**config.mk**
```make
export PLATFORM = sky130hd
export DESIGN_NAME = dpad_differential_drive_mixer
export DESIGN_NICKNAME = d
export VERILOG_FILES = /design/src/design/ddm_pkg.sv /design/src/design/dpad_differential_drive_mixer.sv
export SDC_FILE = /design/constraint.sdc
export NUM_CORES = 1
export LEC_CHECK = 0
export BUFFER_PORTS_ARGS = -buffer_cell sky130_fd_sc_hd__buf_4
export CORE_MARGIN = 1
export CORE_UTILIZATION = 38
export DETAILED_ROUTE_END_ITERATION = 16
export PLACE_DENSITY = 0.58
export SYNTH_ARGS = -nofsm -noshare
export SYNTH_HDL_FRONTEND = slang
export SYNTH_SLANG_ARGS = --single-unit
export TNS_END_PERCENT = 5
```
**constraint.sdc**
```tcl
create_clock -name clock -period 16.1 [get_ports clock]
set_clock_uncertainty 0.1 [all_clocks]
set_input_delay 1.61 -clock clock [delete_from_list [all_inputs] [get_ports clock]]
set_output_delay 1.61 -clock clock [all_outputs]
set_load 0.01 [all_outputs]
```
**src/design/ddm_pkg.sv**
```systemverilog
// Package for the d-pad differential drive mixer: event codes, direction codes,
// sound cue codes, register indexes, reset values and the speed-finishing function.
// No dependencies.
package ddm_pkg;

   typedef enum logic [1:0] {
      OP_DIRECTION = 2'd0,
      OP_BOOST     = 2'd1,
      OP_TICK      = 2'd2
   } opcode_type;

   typedef enum logic [3:0] {
      DIR_NONE  = 4'd0,
      DIR_FWD   = 4'd1,
      DIR_BACK  = 4'd2,
      DIR_LEFT  = 4'd3,
      DIR_RIGHT = 4'd4,
      DIR_FL    = 4'd5,
      DIR_FR    = 4'd6,
      DIR_BL    = 4'd7,
      DIR_BR    = 4'd8
   } dir_type;

   typedef enum logic [1:0] {
      CUE_NONE           = 2'd0,
      CUE_BOOST_OFF      = 2'd1,
      CUE_BOOST_STRAIGHT = 2'd2,
      CUE_BOOST_TURN     = 2'd3
   } cue_type;

   typedef enum logic [2:0] {
      REG_STRAIGHT_SPEED    = 3'd0,
      REG_TURN_INNER_SPEED  = 3'd1,
      REG_TURN_OUTER_SPEED  = 3'd2,
      REG_LIGHT_INNER_SPEED = 3'd3,
      REG_LIGHT_OUTER_SPEED = 3'd4,
      REG_SLOW_SCALE        = 3'd5,
      REG_COMMAND_TIMEOUT   = 3'd6
   } csr_index_type;

   localparam int CSR_DATA_W = 24;
   localparam int IDLE_W     = 25;

   localparam logic        [6:0]  STRAIGHT_RST    = 7'd100;
   localparam logic signed [7:0]  TURN_INNER_RST  = -8'sd50;
   localparam logic signed [7:0]  TURN_OUTER_RST  = 8'sd50;
   localparam logic signed [7:0]  LIGHT_INNER_RST = 8'sd50;
   localparam logic signed [7:0]  LIGHT_OUTER_RST = 8'sd100;
   localparam logic        [7:0]  SLOW_SCALE_RST  = 8'd64;
   localparam logic        [23:0] TIMEOUT_RST     = 24'd200000;

   localparam logic signed [10:0] SPEED_MAX = 11'sd100;
   localparam logic signed [10:0] SPEED_MIN = -11'sd100;

   // Pad bits: forward, backward, left, right. Opposing pairs cancel.
   function automatic dir_type ddm_decode(input logic [3:0] pad);
      logic    fwd;
      logic    back;
      logic    left;
      logic    side;
      dir_type dir;
      fwd  = pad[0];
      back = pad[1];
      left = pad[2];
      side = pad[2] ^ pad[3];
      if (fwd == back) begin
         dir = side ? (left ? DIR_LEFT : DIR_RIGHT) : DIR_NONE;
      end else if (fwd) begin
         dir = side ? (left ? DIR_FL : DIR_FR) : DIR_FWD;
      end else begin
         dir = side ? (left ? DIR_BL : DIR_BR) : DIR_BACK;
      end
      return dir;
   endfunction

   function automatic logic ddm_is_straight(input dir_type dir);
      return (dir == DIR_NONE) || (dir == DIR_FWD) || (dir == DIR_BACK);
   endfunction

   // Scale by Q1.7 without boost (round half away from zero), then clamp to +-100.
   function automatic logic signed [7:0] ddm_finish(input logic signed [8:0] v,
                                                   input logic boost,
                                                   input logic [7:0] scale);
      logic signed [17:0] prod;
      logic        [16:0] mag;
      logic        [8:0]  quo;
      logic signed [10:0] res;
      prod = v * $signed({1'b0, scale});
      mag  = prod[17] ? 17'(-prod) : 17'(prod);
      quo  = 9'((mag + 17'd64) >> 7);
      if (boost) begin
         res = {{2{v[8]}}, v};
      end else if (prod[17]) begin
         res = -$signed({2'b00, quo});
      end else begin
         res = $signed({2'b00, quo});
      end
      if (res > SPEED_MAX) begin
         res = SPEED_MAX;
      end else if (res < SPEED_MIN) begin
         res = SPEED_MIN;
      end
      return res[7:0];
   endfunction

endpackage

```
**src/design/dpad_differential_drive_mixer.sv**
```systemverilog
// Top level of the d-pad differential drive mixer: request register, event
// decode, speed mixing and the response register. Depends on ddm_pkg.
//
// Usage:
//   Requests arrive on the req_ channel (valid/ready): an opcode selects a
//   direction event (new pad word), a boost event (new boost state) or a time
//   tick (microseconds elapsed). Each request yields exactly one response on the
//   rsp_ channel carrying the current left/right motor speeds, whether they were
//   recomputed, the drift flag, a sound cue and a shake-change flag.
//   The csr_ port writes the seven tuning registers, one per write; write
//   them only while no request is in flight.
// Timing:
//   An accepted request is loaded into the request register and then moves through
//   the event decode and mixer into the response register, which raises rsp_valid.
//   One request per cycle is sustained while rsp_ready stays high; the event decode
//   and the mixer (one 9x9 multiply per side plus rounding and clamp) are the only
//   logic between the two registers.
// Reset:
//   Synchronous, active high. Clears the pad word, boost, drift, idle timer and
//   motor speeds, loads the register defaults and empties both stages.
// Stall:
//   When rsp_ready is low the response holds, the request register holds behind
//   it and req_ready drops once the request register is full.
module dpad_differential_drive_mixer (
   input  logic                         clock,
   input  logic                         reset,
   input  logic                         req_valid,
   output logic                         req_ready,
   input  logic [1:0]                   req_opcode,
   input  logic [3:0]                   req_pad_bits,
   input  logic                         req_boost_on,
   input  logic [23:0]                  req_elapsed_us,
   output logic                         rsp_valid,
   input  logic                         rsp_ready,
   output logic signed [7:0]            rsp_left_speed,
   output logic signed [7:0]            rsp_right_speed,
   output logic                         rsp_speed_updated,
   output logic                         rsp_drift_flag,
   output logic [1:0]                   rsp_sound_cue,
   output logic                         rsp_shake_change,
   input  logic                         csr_write_en,
   input  logic [2:0]                   csr_index,
   input  logic [ddm_pkg::CSR_DATA_W-1:0] csr_wdata
);
   import ddm_pkg::*;

   // Tuning registers
   logic        [6:0]  straight_ff;
   logic signed [7:0]  turn_inner_ff;
   logic signed [7:0]  turn_outer_ff;
   logic signed [7:0]  light_inner_ff;
   logic signed [7:0]  light_outer_ff;
   logic        [7:0]  slow_scale_ff;
   logic        [23:0] timeout_ff;

   // Request register
   logic        req_valid_ff;
   logic [1:0]  opcode_ff;
   logic [3:0]  pad_bits_ff;
   logic        boost_on_ff;
   logic [23:0] elapsed_ff;

   // Mixer state; speeds and drift double as response payload
   logic [3:0]             pad_word_ff, pad_word_in;
   logic                   boost_ff, boost_in;
   logic                   drift_ff, drift_in;
   logic [IDLE_W-1:0]      idle_ff, idle_in;
   logic signed [7:0]      left_ff, left_in;
   logic signed [7:0]      right_ff, right_in;

   // Response register
   logic    rsp_valid_ff;
   logic    updated_ff, updated_in;
   cue_type cue_ff, cue_in;
   logic    shake_ff, shake_in;

   logic              advance;
   logic              recompute;
   dir_type           dir;
   logic              straight;
   logic signed [8:0] base_l;
   logic signed [8:0] base_r;
   logic signed [8:0] s_pos;
   logic signed [8:0] s_neg;
   logic signed [8:0] ti;
   logic signed [8:0] to;
   logic signed [8:0] li;
   logic signed [8:0] lo;
   logic              expired;

   // Advance the mixer stage whenever the response slot is free or being taken.
   assign advance   = !rsp_valid_ff || rsp_ready;
   assign req_ready = !req_valid_ff || advance;

   // ---------------------------------------------------------------------------
   // Event decode: pick the next pad word and boost state, then drift and cues.
   // ---------------------------------------------------------------------------
   assign expired = (idle_ff >= {1'b0, timeout_ff});

   always_comb begin
      pad_word_in = pad_word_ff;
      boost_in    = boost_ff;
      drift_in    = drift_ff;
      idle_in     = idle_ff;
      recompute   = 1'b0;
      cue_in      = CUE_NONE;
      shake_in    = 1'b0;
      case (opcode_type'(opcode_ff))
         OP_DIRECTION: begin
            pad_word_in = pad_bits_ff;
            idle_in     = '0;
            recompute   = 1'b1;
         end
         OP_BOOST: begin
            boost_in  = boost_on_ff;
            shake_in  = boost_on_ff != boost_ff;
            recompute = 1'b1;
         end
         OP_TICK: begin
            if (expired && (pad_word_ff != 4'd0)) begin
               pad_word_in = 4'd0;
               recompute   = 1'b1;
            end else if (idle_ff <= {1'b0, timeout_ff}) begin
               idle_in = IDLE_W'(idle_ff + {1'b0, elapsed_ff});
            end
         end
         default: begin
         end
      endcase

      dir      = ddm_decode(pad_word_in);
      straight = ddm_is_straight(dir);

      case (opcode_type'(opcode_ff))
         OP_DIRECTION: begin
            if (drift_ff && boost_ff && straight) begin
               drift_in = 1'b0;
               cue_in   = CUE_BOOST_STRAIGHT;
            end else if (!drift_ff && boost_ff && !straight) begin
               drift_in = 1'b1;
               cue_in   = CUE_BOOST_TURN;
            end
         end
         OP_BOOST: begin
            if (!boost_on_ff) begin
               drift_in = 1'b0;
               cue_in   = CUE_BOOST_OFF;
            end else if (straight) begin
               drift_in = 1'b0;
               cue_in   = CUE_BOOST_STRAIGHT;
            end else begin
               drift_in = 1'b1;
               cue_in   = CUE_BOOST_TURN;
            end
         end
         default: begin
         end
      endcase
      updated_in = recompute;
   end

   // ---------------------------------------------------------------------------
   // Speed mixing: per-side base speed from the direction, then scale and clamp.
   // ---------------------------------------------------------------------------
   assign s_pos = $signed({2'b00, straight_ff});
   assign s_neg = 9'(-s_pos);
   assign ti    = {turn_inner_ff[7], turn_inner_ff};
   assign to    = {turn_outer_ff[7], turn_outer_ff};
   assign li    = {light_inner_ff[7], light_inner_ff};
   assign lo    = {light_outer_ff[7], light_outer_ff};

   always_comb begin
      case (dir)
         DIR_FWD: begin
            base_l = s_pos;
            base_r = s_pos;
         end
         DIR_BACK: begin
            base_l = s_neg;
            base_r = s_neg;
         end
         DIR_LEFT: begin
            base_l = ti;
            base_r = to;
         end
         DIR_RIGHT: begin
            base_l = to;
            base_r = ti;
         end
         DIR_FL: begin
            base_l = li;
            base_r = lo;
         end
         DIR_FR: begin
            base_l = lo;
            base_r = li;
         end
         DIR_BL: begin
            base_l = 9'(-lo);
            base_r = 9'(-li);
         end
         DIR_BR: begin
            base_l = 9'(-li);
            base_r = 9'(-lo);
         end
         default: begin
            base_l = '0;
            base_r = '0;
         end
      endcase
      left_in  = recompute ? ddm_finish(base_l, boost_in, slow_scale_ff) : left_ff;
      right_in = recompute ? ddm_finish(base_r, boost_in, slow_scale_ff) : right_ff;
   end

   // ---------------------------------------------------------------------------
   // Tuning registers: one register per write, unknown indexes dropped.
   // ---------------------------------------------------------------------------
   always_ff @(posedge clock) begin
      if (reset) begin
         straight_ff    <= STRAIGHT_RST;
         turn_inner_ff  <= TURN_INNER_RST;
         turn_outer_ff  <= TURN_OUTER_RST;
         light_inner_ff <= LIGHT_INNER_RST;
         light_outer_ff <= LIGHT_OUTER_RST;
         slow_scale_ff  <= SLOW_SCALE_RST;
         timeout_ff     <= TIMEOUT_RST;
      end else if (csr_write_en) begin
         case (csr_index_type'(csr_index))
            REG_STRAIGHT_SPEED:    straight_ff    <= csr_wdata[6:0];
            REG_TURN_INNER_SPEED:  turn_inner_ff  <= csr_wdata[7:0];
            REG_TURN_OUTER_SPEED:  turn_outer_ff  <= csr_wdata[7:0];
            REG_LIGHT_INNER_SPEED: light_inner_ff <= csr_wdata[7:0];
            REG_LIGHT_OUTER_SPEED: light_outer_ff <= csr_wdata[7:0];
            REG_SLOW_SCALE:        slow_scale_ff  <= csr_wdata[7:0];
            REG_COMMAND_TIMEOUT:   timeout_ff     <= csr_wdata[23:0];
            default: begin
            end
         endcase
      end
   end

   // Request register: capture on accept, drop once passed to the mixer.
   always_ff @(posedge clock) begin
      if (reset) begin
         req_valid_ff <= 1'b0;
      end else if (req_ready) begin
         req_valid_ff <= req_valid;
      end
      if (req_valid && req_ready) begin
         opcode_ff   <= req_opcode;
         pad_bits_ff <= req_pad_bits;
         boost_on_ff <= req_boost_on;
         elapsed_ff  <= req_elapsed_us;
      end
   end

   // Mixer state and response register advance together.
   always_ff @(posedge clock) begin
      if (reset) begin
         pad_word_ff  <= '0;
         boost_ff     <= 1'b0;
         drift_ff     <= 1'b0;
         idle_ff      <= '0;
         left_ff      <= '0;
         right_ff     <= '0;
         rsp_valid_ff <= 1'b0;
      end else if (advance) begin
         rsp_valid_ff <= req_valid_ff;
         if (req_valid_ff) begin
            pad_word_ff <= pad_word_in;
            boost_ff    <= boost_in;
            drift_ff    <= drift_in;
            idle_ff     <= idle_in;
            left_ff     <= left_in;
            right_ff    <= right_in;
         end
      end
   end

   always_ff @(posedge clock) begin
      if (advance && req_valid_ff) begin
         updated_ff <= updated_in;
         cue_ff     <= cue_in;
         shake_ff   <= shake_in;
      end
   end

   assign rsp_valid         = rsp_valid_ff;
   assign rsp_left_speed    = left_ff;
   assign rsp_right_speed   = right_ff;
   assign rsp_speed_updated = updated_ff;
   assign rsp_drift_flag    = drift_ff;
   assign rsp_sound_cue     = cue_ff;
   assign rsp_shake_change  = shake_ff;

   // ---------------------------------------------------------------------------
   // Assertions
   // ---------------------------------------------------------------------------
   a_drift_needs_boost: assert property (@(posedge clock) disable iff (reset)
      drift_ff |-> boost_ff)
      else $error("drift flag set without boost");

   a_speed_range: assert property (@(posedge clock) disable iff (reset)
      (left_ff >= -8'sd100) && (left_ff <= 8'sd100) &&
      (right_ff >= -8'sd100) && (right_ff <= 8'sd100))
      else $error("motor speed outside +-100");

   a_idle_pad_stops: assert property (@(posedge clock) disable iff (reset)
      (rsp_valid_ff && updated_ff && (pad_word_ff == 4'd0)) |->
      ((left_ff == 8'sd0) && (right_ff == 8'sd0)))
      else $error("released pad left motors running");

   a_shake_has_cue: assert property (@(posedge clock) disable iff (reset)
      (rsp_valid_ff && shake_ff) |-> (cue_ff != CUE_NONE) && updated_ff)
      else $error("boost change reported without a cue");

endmodule

```
# == Yosys cells after proc, flatten, opt, wreduce, memory -nomap -nowiden ==
# Cells that the tools add are included.
# word_totals
reg_bits,155
in_bits,63
output_inout_bits,23
word_cells,133
# op_classes
n_addsub,10
mul,2
order_cmp,6
eq_ne,21
n_mux,38
bitwise_logic,1
n_reduce_logical,33
# ops
cell,n
one-hot mux 9 bit (8 select lines),2
2-to-1 mux 25 bit,2
one-hot mux 25 bit (2 select lines),1
2-to-1 mux 11 bit,4
multiplier 9 x 9 -> 18 bit,2
adder 16 x 7 -> 16 bit (second input constant),2
2-to-1 mux 16 bit,2
2-to-1 mux 8 bit,4
negator 16 bit,2
adder 25 x 24 -> 25 bit,1
greater-or-equal comparator 25 x 24 -> 1 bit,1
less-or-equal comparator 25 x 24 -> 1 bit,1
> comparator 11 x 8 -> 1 bit (second input constant),2
less-than comparator 11 x 8 -> 1 bit (second input constant),2
negator 9 -> 11 bit,2
2-to-1 mux 4 bit,5
negator 8 -> 9 bit,2
== test 4 x 3 -> 1 bit (second input constant),4
AND reduction 2 bit,8
== test 3 bit (second input constant),3
2-to-1 mux 3 bit,3
negator 7 -> 9 bit,1
== test 4 x 2 -> 1 bit (second input constant),2
2-to-1 mux 2 bit,4
other kinds (27),49

# == Depth between registers and ports, before layout ==
# Gate-level depths: netlist (run 1).
# logic_depth
depth_word,20
mapped_depth,60

# == Worst setup path before layout (run 1) ==
# Ideal clock, no wire load.
# synth_timing
path_kind,register -> register
from,register timeout_ff[16]
to,"register right_ff[0], in the netlist rsp_right_speed[0]"
setup_time_ns,0.062
arrival_time_ns,12.530
t_required_ns,15.938
slack_ns,3.408
stages_incl_launch_ff,55
path_buffers,3
synth_period_minus_slack_ns,12.692
cell_sequence,dfxtp_1 -> inv_1 -> ha_1 -> nand3_1 -> o21bai_1 -> o31a_1 -> or4b_4 -> o21bai_4 -> a22oi_1 -> inv_1 -> ha_1 -> inv_1 -> a22oi_2 -> o22ai_2 -> clkbuf_1 -> nor2_1 -> a22oi_1 -> o21ai_0 -> (+19 left out) -> clkbuf_1 -> clkbuf_1 -> o21ai_0 -> xnor2_1 -> ha_1 -> nor3b_1 -> nor3b_1 -> a31o_2 -> or2_2 -> nand3_1 -> a31oi_1 -> a311oi_1 -> xnor2_1 -> mux2i_1 -> a2111oi_0 -> o211ai_1 -> nor3b_1 -> a32o_1
# synth_via
elab_chain_cells,20
# synth_lines
item,line_no,text
start: declaration,dpad_differential_drive_mixer.sv:54,logic [23:0] timeout_ff;
start signal: assignment,dpad_differential_drive_mixer.sv:235,REG_COMMAND_TIMEOUT: timeout_ff <= csr_wdata[23:0];
greater-or-equal comparator 25 x 24 -> 1 bit *,dpad_differential_drive_mixer.sv:98,"assign expired = (idle_ff >= {1'b0, timeout_ff});"
logical AND 1 bit *,dpad_differential_drive_mixer.sv:120,if (expired && (pad_word_ff != 4'd0)) begin
2-to-1 mux 4 bit *,dpad_differential_drive_mixer.sv:120,
one-hot mux 4 bit (2 select lines) *,dpad_differential_drive_mixer.sv:108,case (opcode_type'(opcode_ff))
net pad_word_in[3],dpad_differential_drive_mixer.sv:64,"logic [3:0] pad_word_ff, pad_word_in;"
bitwise XOR 1 bit *,ddm_pkg.sv:65,side = pad[2] ^ pad[3];
2-to-1 mux 4 bit or 2-to-1 mux 3 bit (tied branches),"ddm_pkg.sv:71, ddm_pkg.sv:69",
2-to-1 mux 4 bit,ddm_pkg.sv:68,end else if (fwd) begin
(+5 left out),n/a,
2-to-1 mux 16 bit,ddm_pkg.sv:89,mag = prod[17] ? 17'(-prod) : 17'(prod);
adder 16 x 7 -> 16 bit,ddm_pkg.sv:90,quo = 9'((mag + 17'd64) >> 7);
negator 9 -> 11 bit,ddm_pkg.sv:94,"res = -$signed({2'b00, quo});"
2-to-1 mux 11 bit,ddm_pkg.sv:93,end else if (prod[17]) begin
2-to-1 mux 11 bit *,ddm_pkg.sv:91,if (boost) begin
less-than comparator 11 x 8 -> 1 bit,ddm_pkg.sv:100,end else if (res < SPEED_MIN) begin
2-to-1 mux 8 bit,ddm_pkg.sv:100,
2-to-1 mux 8 bit *,ddm_pkg.sv:98,if (res > SPEED_MAX) begin
end signal: assignment,dpad_differential_drive_mixer.sv:275,right_ff <= right_in;
end: declaration,dpad_differential_drive_mixer.sv:69,"logic signed [7:0] right_ff, right_in;"
# Mark *: on every way through the listed nets, which the timed path passes. The rest lies on a longest branch.
# A chain may end at the register's enable or synchronous reset.

# == Worst setup path in the final report (run 1) ==
# layout_timing
from,register timeout_ff[14]
to,"register right_ff[0], in the netlist rsp_right_speed[0]"
# The elaborated chain is that of the path after synthesis.

==> results.md, run 1 <==
* Status: complete, no violations
* Hold Path Sink: timeout_ff[19]$_SDFFE_PP0P_
* Setup TNS Final at 0 ps
* Max Root-Sink Buffers at 2
* RR Startpoint: timeout_ff[14]$_SDFFE_PP0P_
* P_leak at 8.22 nW
* Worst Path Buf+Inv at 8
* Worst IR drop on VDD at 0.0000615 V
* Register-to-Register Path Depth at 54
* Crit path capture type: flip-flop
* GRT Total Usage at a little over a fifth
* FFs w/ async S/R, synth at 0%
* Worst hold start: timeout_ff[19]$_SDFFE_PP0P_
* Drt total wl at 46000 microns
* CTS clock-pin slew for the worst setup and hold paths at roughly 80 ps
* Most frequent cells in the layout: nand2_1 (257), inv_1 (241), nor2_1 (143)
* WS Path Type: flip-flop to flip-flop
* Most used cell, CP: inv_1
* Post-DP Area at 17600 sq um
* Hold-fix buffers, CTS at 0
* Clk_lat worst skew at 450 ps
* Syn nets at around 2300
* Iteration-0 DRC Markers at between 1000 and 1500
* Largest net degree at the start of global routing at 44
* Clock Sinks at ~160
* DR pass1 iterations at 8
* Crit-path max cell delay at 580 ps
* Final Hold Vio Count at 0
* Finished Cell Area at roughly 18000 sq um
* Max frequency at 0.0733 GHz
* FF+latch area at 3450 sq um
* Worst-Margin Slew at 1140 ps
* RSZ-0062 raised after global routing: no
* Max_cap viols at 0
* Mean Syn Cell Area at 8.21 sq um
* Row count at 75
* HP Class: flip-flop to flip-flop
* CP delay by family, top: compound AO/OA/AOI/OAI gates
* Core ar. at 42200 sq um
* Synthesis Warnings at 0
* Library cells used by synthesis at 97
* Synthesized area at 16400 sq um
* Post-synthesis sequential area ratio at 21.1%
* Minimum clock period at 13640 ps
* Antenna violations before repair at 0
* Reg2reg end: rsp_right_speed[0]$_SDFFE_PP0P_
* Pwr dens at 91.2 nW/um^2
* Mapped Cells at between 1500 and 2000
* Layout cell share with drive strength beyond 1 at 9.07%
* Worst hold stages at 2
* PortBufs at 85
* Die height at 210 microns
* Commonest register cell after synthesis: dfxtp_1
* Setup violators final at 0
* Slew margin rel. at 23.9%
* Critical Path Fanout Max at 24
* Resize count post-CTS at 0
* Die Width at between 200 and 250 microns
* CP arrival at 13920 ps
* Nets at around 2400
* DR vias/cell at 5.44
* Most common cell after layout, fill and taps aside: nand2_1
* Area Overhead vs Synth at 11.4%
* Final antenna-violating net count at 0
* Critical path's slowest cell: fa_1
* Final period utilization at around 85%
* Max Slew Vio Count at 0
* Via count at 14200
* H-tree depth at 4
* GP Congestion at 0.914
* Post-route DRC at 0
* IO Pins at 86
* Post-DP HPWL at between 30000 and 40000 microns
* Post-synth EDFFs at 35
* Initial cell density of the core at 38.8%
* Avg WL per Cell at between 15 and 20 microns
* CTS tree: built
* FILL cells at ~4200
* Hold slack final at 360 ps
* Worst EP required at 16380 ps
* FF-to-FF setup slack at 2460 ps
* Multi-input gate area at about 12000 sq um
* Crit start category: flip-flop
* Global-route wire length before repair at approximately 74000 microns
* Total grt overflow at 0
* Num CTS Buffers at 17
* Die area at roughly 44000 sq um
* Yosys reg bits at ~160
* Post-CTS setup repair buffer count at 0
* Via count of the first global-routing pass at around 14000
* Root buffer cell: clkbuf_16
[Yosys cell counts (10+ instances only)]
cell / number / area share (%)
a21o_1: 32 / 1.5
o21bai_1: 19 / 0.87
a22oi_1: 32 / 1.5
ha_1: 131 / 10
nand4_1: 11 / 0.42
or2_2: 10 / 0.38
or3_1: 15 / 0.57
a211oi_1: 11 / 0.50
a21oi_1: 126 / 3.8
and3_1: 13 / 0.50
mux2i_1: 20 / 1.2
nand2b_1: 25 / 0.95
dfxtp_1: 120 / 15
xnor2_1: 78 / 4.2
and2_1: 53 / 2.0
a31oi_1: 23 / 0.88
nand3_1: 42 / 1.3
xor2_1: 40 / 2.1
inv_1: 241 / 5.5
nand3b_1: 26 / 1.2
o21ai_0: 49 / 1.5
fa_1: 121 / 15
nand2_1: 257 / 5.9
clkbuf_1: 61 / 1.4
nor3_1: 42 / 1.3
nor2b_1: 58 / 2.2
edfxtp_1: 35 / 6.4
nor2_1: 143 / 3.3
[metal layers]
metal  track usage [%]  wire [microns]  part of all wire (%)  vias to the layer above
li1                  -               -                     -                     6921
met1              29.9           22200                    48                     6911
met2              34.6           21400                    46                      355
met3              2.62            2080                   4.5                       31
met4              3.60             390                  0.85                        0
met5                 0               0                     0                        -
[cells by family after synthesis]
kind of cell             synth area share [%]
buffers and inverters                    7.29
XOR/XNOR                                 6.47
multiplexers                             1.43
flip-flops                               21.1
AO/OA/AOI/OAI                            17.5
adder cells (fa/ha/maj)                  24.8
AND/OR/NAND/NOR                          21.5
[power breakdown]
| group | internal, W | switching [W] |
|---|---|---|
| Sequential | 0.000413 | 0.0000165 |
| Combinational | 0.000307 | 0.000513 |
| Clock | 0.000212 | 0.000204 |
[worst max path at each step]
stage                           startpoint                               to  slack [ps]  cells after the start
5_1_grt        timeout_ff[14]$_SDFFE_PP0P_  rsp_right_speed[2]$_SDFFE_PP0P_        1430                     54
4_1_cts        timeout_ff[14]$_SDFFE_PP0P_  rsp_right_speed[0]$_SDFFE_PP0P_        2550                     54
3_3_place_gp   timeout_ff[14]$_SDFFE_PP0P_  rsp_right_speed[0]$_SDFFE_PP0P_        2580                     54
3_5_place_dp   timeout_ff[16]$_SDFFE_PP1P_  rsp_right_speed[0]$_SDFFE_PP0P_        2650                     54
2_1_floorplan  timeout_ff[16]$_SDFFE_PP1P_  rsp_right_speed[0]$_SDFFE_PP0P_        3410                     54
6_report       timeout_ff[14]$_SDFFE_PP0P_  rsp_right_speed[0]$_SDFFE_PP0P_        2460                     54
[flip-flops by register name (all words and copies together), names as in the netlist, 8 cells and up]
name and count:
idle_ff 25, elapsed_ff 24, timeout_ff 24, light_inner_ff 8, light_outer_ff 8, rsp_left_speed 8, rsp_right_speed 8, slow_scale_ff 8
turn_inner_ff 8, turn_outer_ff 8
[through the flow]
stage	util, %	cells	worst slack, ps	total power [W]
2_1_floorplan	-	1998	3410	0.00104
3_3_place_gp	41.8	2580	2580	0.00124
3_5_place_dp	41.8	2580	2650	0.00125
4_1_cts	43.2	2612	2550	0.00167
5_1_grt	43.2	2612	1430	0.00179
6_report	43.2	2613	2460	0.00167
[tightest hold or removal path: cells and delay by family, from the launching register on]
kind	cells	cell delay, ps
AOI/OAI and AO/OA	1	50
and+or+nand+nor	1	50
DFF	1	310
[final cells by class]
class / count / area share, %
clock buffer: 17 / 2.33
antenna: 1 / 0.0137
sequential: 155 / 18.9
inverter: 242 / 4.97
clock inverter: 15 / 1.01
tap: 539 / 3.69
timing repair buffer: 111 / 4.56
multi-input combinational: 1533 / 64.5
(Power assumes the default switching activity.)
==> inputs of run 2 (changes only) <==
Clock period 16.1 ns to 12.6 ns, I/O delays scaled along.
==> results.md, run 2 (same netlist as run 1, synthesis figures left out) <==
* Minimum clock period at 11950 ps (-1690 ps)
* Crit-path max cell delay at 580 ps (about the same)
* HP Class: flip-flop to flip-flop
* Die Width at 210 microns (unchanged)
* Most common cell after layout, fill and taps aside: nand2_1
* Clock Sinks at 155 (unchanged)
* Reg2reg end: rsp_right_speed[0]$_SDFFE_PP0P_
* Max_cap viols at 0 (unchanged)
* Setup violators final at 0 (unchanged)
* Nets at 2423 (+2.0%)
* Drt total wl at 46400 microns (+0.75%)
* Final period utilization at 94.9% (+10 points)
* Global-route wire length before repair at 75200 microns (+1.4%)
* Crit path capture type: flip-flop
* Core ar. at 42200 sq um (unchanged)
* CP Capture Point: rsp_right_speed[0]$_SDFFE_PP0P_
* Pwr dens at 120 nW/um^2 (+31%)
* Slew margin rel. at 19.4% (-4.5 points)
* IO Pins at 86 (unchanged)
* Via count of the first global-routing pass at 13900 (+0.25%)
* Final antenna-violating net count at 0 (unchanged)
* PortBufs at 85 (unchanged)
* Antenna violations before repair at 0 (unchanged)
* P_leak at 8.51 nW (+3.6%)
* Total grt overflow at 0 (unchanged)
* Setup TNS Final at 0 ps (unchanged)
* Iteration-0 DRC Markers at 975 (-8.3%)
* Worst-Margin Slew at 1200 ps (+60.8 ps)
* GP Congestion at 0.883 (-3.3%)
* Hold slack final at 357 ps (-2.80 ps)
* RR Startpoint: timeout_ff[16]$_SDFFE_PP1P_
* FF-to-FF setup slack at 650 ps (-1810 ps)
* Avg WL per Cell at 17.4 microns (-1.0%)
* DR vias/cell at 5.36 (-1.4%)
* Max Slew Vio Count at 0 (unchanged)
* Critical path's slowest cell: fa_1
* WS Path Type: flip-flop to flip-flop
* Top Registers: idle_ff x25, elapsed_ff x24, timeout_ff x24
* DR pass1 iterations at 5 (-3)
* Start point of the critical path: timeout_ff[16]$_SDFFE_PP1P_
* Largest reg by FF count: idle_ff
* Worst IR drop on VDD at 0.000122 V (+98%)
* CTS clock-pin slew for the worst setup and hold paths at 70 ps (about the same)
* Die height at 210 microns (unchanged)
* GRT Total Usage at 21.5% (+0.44 points)
* Power, Total at 0.00226 W (+35%)
* Worst EP required at 12890 ps (-3490 ps)
* Max Root-Sink Buffers at 2 (unchanged)
* End-of-flow core utilization at 44.6% (+1.3 points)
* Row count at 75 (unchanged)
* Hold-fix buffers, CTS at 0 (unchanged)
* Status: complete, no violations
* H-tree depth at 4 (unchanged)
* Clk_lat worst skew at 450 ps (about the same)
* Crit start category: flip-flop
* Area Overhead vs Synth at 14.7%
* Finished Layout Cells at 2660 (+1.8%)
* Max reg flops at 25 (unchanged)
* Placed cell count at 2623 (+1.7%)
* Die area at 44000 sq um (unchanged)
* Most frequent cells in the layout: nand2_1 (255), inv_1 (241), buf_4 (158)
* Antenna cell count at 0 (-1)
* Final Hold Vio Count at 0 (unchanged)
* Post-DP HPWL at 37000 microns (+2.2%)
* Largest net degree at the start of global routing at 103 (+130%)
* Num CTS Buffers at 17 (unchanged)
* Initial cell density of the core at 38.8% (unchanged)
* Max frequency at 0.0837 GHz (+14%)
* Register-to-Register Path Depth at 58 (+7.4%)
* Post-route DRC at 0 (unchanged)
* Root buffer cell: clkbuf_16
* CP arrival at 12240 ps (-1680 ps)
* Critical Path Fanout Max at 6 (-75%)
* Via count at 14300 (+0.34%)
* Layout cell share with drive strength beyond 1 at 12.7% (+3.7 points)
* CTS tree: built
==> run 2: cell types whose count changed in the layout (fill, tap and decap cells not counted), sizes merged <==
| cell | previous run | this run |
|---|---|---|
| buf | 111 | 159 |
| bufinv | 0 | 1 |
| clkbuf | 17 | 21 |
| clkinv | 6 | 2 |
| inv | 250 | 249 |
| diode | 1 | 0 |
==> run 2: layer usage <==
| layer | part of all wire (%) | track usage [%] | up-vias |
|---|---|---|---|
| li1 | - | - | 7005 |
| met1 | 49 | 31.2 | 6913 |
| met2 | 46 | 34.5 | 312 |
| met3 | 4.0 | 2.23 | 37 |
| met4 | 1.1 | 4.76 | 0 |
| met5 | 0 | 0 | - |
==> run 2: cell type report <==
cell class / instances / area [sq um]
clock buffers: 21 / 503
clock inverters: 11 / 115
fillers: 4217 / 23400
inverters: 242 / 908
multi-input cells: 1533 / 12000
flip-flops and latches: 155 / 3450
well taps: 539 / 674
repair buffers: 159 / 1210
==> run 2: report_power, final <==
| part | switching, W | leakage, nW | internal (W) |
|---|---|---|---|
| Sequential | 0.0000203 | 1.31 | 0.000528 |
| Combinational | 0.000692 | 6.89 | 0.000476 |
| Clock | 0.000229 | 0.307 | 0.000312 |
==> run 2: how the worst min path moves through the flow <==
stage,startpoint,to,slack (ps),depth (start not counted)
floorplan,timeout_ff[12]$_SDFFE_PP0P_,timeout_ff[12]$_SDFFE_PP0P_,340,2
global placement,timeout_ff[19]$_SDFFE_PP0P_,timeout_ff[19]$_SDFFE_PP0P_,340,2
detailed placement,timeout_ff[23]$_SDFFE_PP0P_,timeout_ff[23]$_SDFFE_PP0P_,350,2
CTS,timeout_ff[23]$_SDFFE_PP0P_,timeout_ff[23]$_SDFFE_PP0P_,360,2
global route,timeout_ff[2]$_SDFFE_PP0P_,timeout_ff[2]$_SDFFE_PP0P_,380,2
finish,timeout_ff[5]$_SDFFE_PP0P_,timeout_ff[5]$_SDFFE_PP0P_,360,2
==> run 2: critical path, delay by kind of cell, from the launching register on <==
| family | cells | cell delay (ps) |
|---|---|---|
| AND/OR/NAND/NOR | 13 | 2500 |
| adder cells (fa/ha/maj) | 8 | 2950 |
| XOR/XNOR | 3 | 430 |
| AO/OA/AOI/OAI | 21 | 4160 |
| multiplexers | 1 | 130 |
| flip-flops | 1 | 330 |
| buffers and inverters | 12 | 1290 |
==> run 2: repair_timing <==
item                       4_1_cts  5_1_grt
setup buffers                    0        5
setup endpoints to repair        0       15
resized for setup                0       40
==> run 2: metrics by stage <==
step	setup WS [ps]	cell area, sq um
after floorplan	178	16400
after global placement	223	18000
after detailed placement	228	18000
after CTS	166	18600
after global routing	-34.4	18800
final	646	18800
